--- config.mk ---
export PLATFORM = sky130hd
export DESIGN_NAME = xdsl_cell
export DESIGN_NICKNAME = d
export VERILOG_FILES = /design/src/design/xdsl_pkg.sv /design/src/design/xdsl_cell.sv
export SDC_FILE = /design/constraint.sdc
export NUM_CORES = 1
export LEC_CHECK = 0
export ABC_AREA = 1
export BUFFER_PORTS_ARGS = -buffer_cell sky130_fd_sc_hd__buf_2
export CORE_AREA = 2 2 485 487
export DETAILED_ROUTE_END_ITERATION = 8
export DIE_AREA = 0 0 487 489
export PLACE_DENSITY_LB_ADDON = 0.2
export SYNTH_ARGS = -nofsm -noshare
export SYNTH_HDL_FRONTEND = slang
export SYNTH_SLANG_ARGS = --single-unit
--- constraint.sdc ---
create_clock -name clk -period 7 [get_ports clk]
set_input_delay 0.7 -clock clk [delete_from_list [all_inputs] [get_ports clk]]
set_output_delay 0.7 -clock clk [all_outputs]
set_load 0.02 [all_outputs]
--- src/design/xdsl_pkg.sv ---
`timescale 1ns / 1ps
// shared types and codes for the xor distance shortlist insert unit
// no dependencies

package xdsl_pkg;

  localparam int IdWidth     = 256;
  localparam int WordWidth   = 64;
  localparam int PeerWidth   = 64;
  localparam int CfgIdxWidth = 2;

  typedef logic [2:0] status_t;

  localparam status_t StatusUnverified  = 3'd0;
  localparam status_t StatusAuth        = 3'd1;
  localparam status_t StatusInFlight    = 3'd3;
  localparam status_t StatusUnreachable = 3'd5;
  localparam status_t StatusFailed      = 3'd6;

  localparam logic [CfgIdxWidth-1:0] CfgTarget0 = 2'd0;
  localparam logic [CfgIdxWidth-1:0] CfgTarget1 = 2'd1;
  localparam logic [CfgIdxWidth-1:0] CfgTarget2 = 2'd2;
  localparam logic [CfgIdxWidth-1:0] CfgTarget3 = 2'd3;

  typedef enum logic [1:0] {
    FSM_IDLE,
    FSM_CMP,
    FSM_DEC,
    FSM_APPLY
  } fsm_t;

  typedef enum logic [2:0] {
    OC_INSERTED = 3'd0,
    OC_ZERO_ID  = 3'd1,
    OC_DUP      = 3'd2,
    OC_BEYOND   = 3'd3,
    OC_NO_EVICT = 3'd4,
    OC_CLEARED  = 3'd5
  } outcome_t;

  typedef enum logic [1:0] {
    OP_KEEP,
    OP_LOAD_CAND,
    OP_LOAD_PREV,
    OP_UPDATE
  } cell_op_t;

  typedef struct packed {
    logic     cmp_en;
    cell_op_t op;
  } cell_ctrl_t;

  typedef struct packed {
    logic [IdWidth-1:0]   id;
    status_t              status;
    logic [PeerWidth-1:0] peer;
  } entry_t;

  typedef struct packed {
    logic                 mode;
    logic [WordWidth-1:0] node_word0;
    logic [WordWidth-1:0] node_word1;
    logic [WordWidth-1:0] node_word2;
    logic [WordWidth-1:0] node_word3;
    logic [2:0]           candidate_status;
    logic [PeerWidth-1:0] peer_ref;
  } req_t;

  typedef struct packed {
    logic       placed;
    logic [2:0] outcome;
    logic [3:0] slot;
    logic [4:0] entry_count;
    logic [4:0] frontier_count;
  } rsp_t;

endpackage

--- src/design/xdsl_cell.sv ---
`timescale 1ns / 1ps
// one shortlist cell: holds an entry, compares it with the candidate, shifts from its neighbor
// depends on xdsl_pkg

module xdsl_cell import xdsl_pkg::*; (
  input  logic               clk,
  input  cell_ctrl_t         ctrl,
  input  entry_t             cand,
  input  logic [IdWidth-1:0] target,
  input  entry_t             prev,
  output entry_t             entry,
  output logic               eq,
  output logic               closer
);

  entry_t entry_next;
  logic   upgrade;

  always_comb begin
    upgrade = (cand.status == StatusAuth) &&
              (entry.status inside {StatusUnverified, StatusUnreachable, StatusFailed});
    entry_next = entry;
    case (ctrl.op)
      OP_LOAD_CAND: entry_next = cand;
      OP_LOAD_PREV: entry_next = prev;
      OP_UPDATE: begin
        if (upgrade) begin
          entry_next.status = StatusAuth;
        end
        if (cand.peer != '0) begin
          entry_next.peer = cand.peer;
        end
      end
      default: entry_next = entry;
    endcase
  end

  // equal distances imply equal ids, so the distance compare alone orders them
  always_ff @(posedge clk) begin
    entry <= entry_next;
    if (ctrl.cmp_en) begin
      eq     <= (entry.id == cand.id);
      closer <= ((cand.id ^ target) < (entry.id ^ target));
    end
  end

endmodule

==> results.txt <==
- Result of the run: finished, final reports clean
* Final design area excluding fillers: 0.03529 mm2
- Global routing consumed, on the met1 layer, 14.81% of the routing resources.
- Setup clock skew after layout: 0.03405 ns
- Global-route wire length before repair: 230300 um
- HPWL after detailed placement: 152300 um
* Post-synthesis area per instance: 6.712 um2
- After detailed routing, the number of vias per cell comes to 3.586.
* Worst ir drop on vdd: 193.0 uV
- PD cells: 223.2 mW/mm2
- Arrival @ worst endpoint: 3.29 ns
* Static leakage: 16.88 nW
- Most used cells in the layout excluding fill and tap cells: buf_2 (1230), nand2_1 (1020), inv_1 (598), o21ai_0 (595), nor2_1 (457)
* Total negative slack: 0 ns
* Clock-pin slew reported for the worst setup and hold paths after clock tree synthesis: 0.06 ns
- In the final routed layout, each cell accounts on average for 22.28 um.
- Number of buffers and inverters on the critical path: 0
- Starting density of the core: 10.08%
* Clock latency of the later-clocked register in the worst-skew pair: 0.70 ns
- Initial antenna violation count: 200
- TritonCTS sink count: 325
- In this design, the critical path's most frequently occurring cell is nand2_1.
- Buffers inserted during clock tree synthesis total 54.
* Total grt overflow: 0
- Setup violations remaining at the end of the flow were counted as 0.
- From synthesis to final layout, the design area changed by 49.89%.
- Broken down by cell family, the worst path's largest delay share belongs to simple AND/OR/NAND/NOR gates.
* First-pass iteration count of the detailed router: 5
- Total of max-cap violations: 0
- Measured on the finished design, the core utilization comes to 15.11%.
- Data on the critical path is required at its endpoint by 7.45 ns.
- Routability-driven placement finished with a final weighted congestion of 0.8969.
- Type of element launching the critical path: flop
- The clock passes through at most 3 buffers.
- Post-route insts no fill: 7878
- The placed instances occupy a cell area of 0.03345 mm2.
- Share of post-route cells with drive strength above 1: 28.51%
* Port bufs: 1230
- Cells along the critical path: xnor2_1 > nand3_1 > nor2_1 > nand3_1 > nor2_1 > nand2_1 > nand2_1 > nand2_1 > nand2_1 > a21oi_1
- Counting the fill cells in the layout gives 27.20k.
- Drt drc: 0
* Most utilized layer in the global route result: met2
- The floorplan step set the die height to 489 um.
* Headroom to the max-slew limit: 36.40%
* Max Slew Vio Count: 0
* Largest net degree at the start of global routing: 136
- Type of destination of the critical path: flop
* H-tree depth reported by CTS: 2
- Placed cell count: 7738
* Total Routing Usage GR: 14.08%
- Worst-case hold slack: 0.2797 ns
- Unique masters post-synth: 36
* RSZ-0062 raised after global routing: no
- The critical path is of the reg -> reg type.
- Net count reported at finish: 5643
- Via count of the first global-routing pass: 27.43k
- Buffers added to address setup during post-CTS repair amount to 0.
- Die ar.: 0.2381 mm2
- After the first detailed-routing iteration, the DRC count stood at 1500.
- Count of instances resized after the clock tree is built: 0
* Transition time of the tightest slew-check pin: 0.9541 ns
- For this run, the leading register cell type out of synthesis is edfxtp_1.
* Highest clock rate: 0.3527 GHz
- Top-level I/O count: 1231
- The library cell used most frequently in the layout, excluding fill and tap cells, is buf_2.
- During synthesis, Yosys emitted a total of 0 warnings.
- M2 GR Usage: 24.95%
- The worst path needs 2.836 ns of the cycle, external delays included.
- Core Region: 0.2336 mm2
- Synthesis produced 3508 cells.
* Slowest stage cell, crit path: nor2_1
* Met3 demand-to-capacity share in global routing: 6.779%
- The largest single stage delay on the critical path is 0.57 ns.
- Via count of the routed design: 28.25k
* Share of the yosys chip area belonging to registers: 41.45%
* Number of endpoints with negative hold slack in the final report: 0
* Clock tree root driver cell: clkbuf_16
- Of all nets on the critical path, the largest fanout is 4.
- The floorplan step set the die width to 487 um.
* Summed instance area of the synthesized netlist: 0.02355 mm2
- Worst min path class: in -> reg
- Number of enable-type register cells in the synthesized netlist: 325
* Post-Syn Nets: 4417
- Row count: 178
* Share of synthesized registers carrying an async set or reset: 0%
- The final critical path takes up 40.51% of the cycle.
- The final layout contains routed wiring with a total length of 175500 um.
- Clock tree from TritonCTS: built
- Hold repair after CTS inserted 0 buffers.
* Number of nets with antenna violations after detailed routing: 0
- After synthesis the netlist holds a flip-flop and latch count of 325.
-- worst reg2reg max path, stage by stage, from the launching register on --
cell,delay [ns]
edfxtp_1,0.56
xnor2_1,0.27
nand3_1,0.33
nor2_1,0.30
nand3_1,0.10
nor2_1,0.57
nand2_1,0.13
nand2_1,0.13
nand2_1,0.06
nand2_1,0.08
a21oi_1,0.07
-- per-layer routing --
metal  part of all wire [%]  vias up
met5                   0.44        -
met3                     11      413
met1                     37    12610
met4                    3.3      120
li1                       -    13830
met2                     48     1269
-- logic make-up (layout without fill, tap and decap cells) --
kind of cell | after synthesis | in the layout | synth area share [%]
flip-flops | 325 | 325 | 41.45
XOR/XNOR | 41 | 41 | 1.525
buffers and inverters | 679 | 1942 | 10.82
AND/OR/NAND/NOR | 1734 | 1734 | 29.78
adder cells (fa/ha/maj) | 3 | 3 | 0.1594
multiplexers | 6 | 6 | 0.2869
other | 0 | 47 | 0
AO/OA/AOI/OAI | 720 | 720 | 15.98
-- through the flow --
stage / setup WS, ns / total power (W)
final: 4.164 / 0.007879
after global routing: 3.768 / 0.008379
after CTS: 3.817 / 0.008102
after detailed placement: 3.383 / 0.005152
after global placement: 3.399 / 0.005146
after floorplan: 0.2463 / 0.003967
-- where the power goes --
group          switching [W]  internal (W)
clock network        0.00120       0.00163
logic                0.00159      0.000756
registers           0.000223       0.00249
total                0.00301       0.00487
-- layout make-up --
class	instances	area, um2	area share, %
clock buffer	65	1435	4.066
timing repair buffer	1243	6316	17.90
inverter	606	2275	6.445
tap	3060	3829	10.85
clock inverter	28	290.3	0.8225
antenna	47	117.6	0.3332
sequential	325	9759	27.65
multi-input combinational	2504	11270	31.94
-- synth_stat cells, drive strengths merged (3+ instances only) --
cell / n / share of area [%]
o21ai: 595 / 13
o211ai: 35 / 1.1
nor3: 35 / 0.91
mux2: 6 / 0.29
nand3: 140 / 3.0
nand3b: 12 / 0.40
inv: 605 / 9.6
edfxtp: 325 / 41
xor2: 5 / 0.19
and3: 5 / 0.13
or2: 6 / 0.16
ha: 3 / 0.16
o21bai: 24 / 0.77
clkbuf: 73 / 1.2
a21oi: 64 / 1.4
nor2: 465 / 7.5
nand2: 1023 / 16
xnor2: 36 / 1.3
nor3b: 4 / 0.17
nor4: 13 / 0.35
nand4: 27 / 0.72
-- state kept, by name (all words and copies together), names as in the netlist --
signal	flops
eq	1
closer	1
entry	323
-- worst paths after layout --
check             startpoint         end  slack [ns]  cells after the start
setup / recovery  entry[106]      closer        4.16                     10
hold / removal     prev[220]  entry[220]        0.28                      3
setup reg to reg  entry[106]      closer        4.16                     10
hold reg to reg    entry[64]   entry[66]        0.88                      5
No activity file was read; power rests on OpenSTA's default activity.
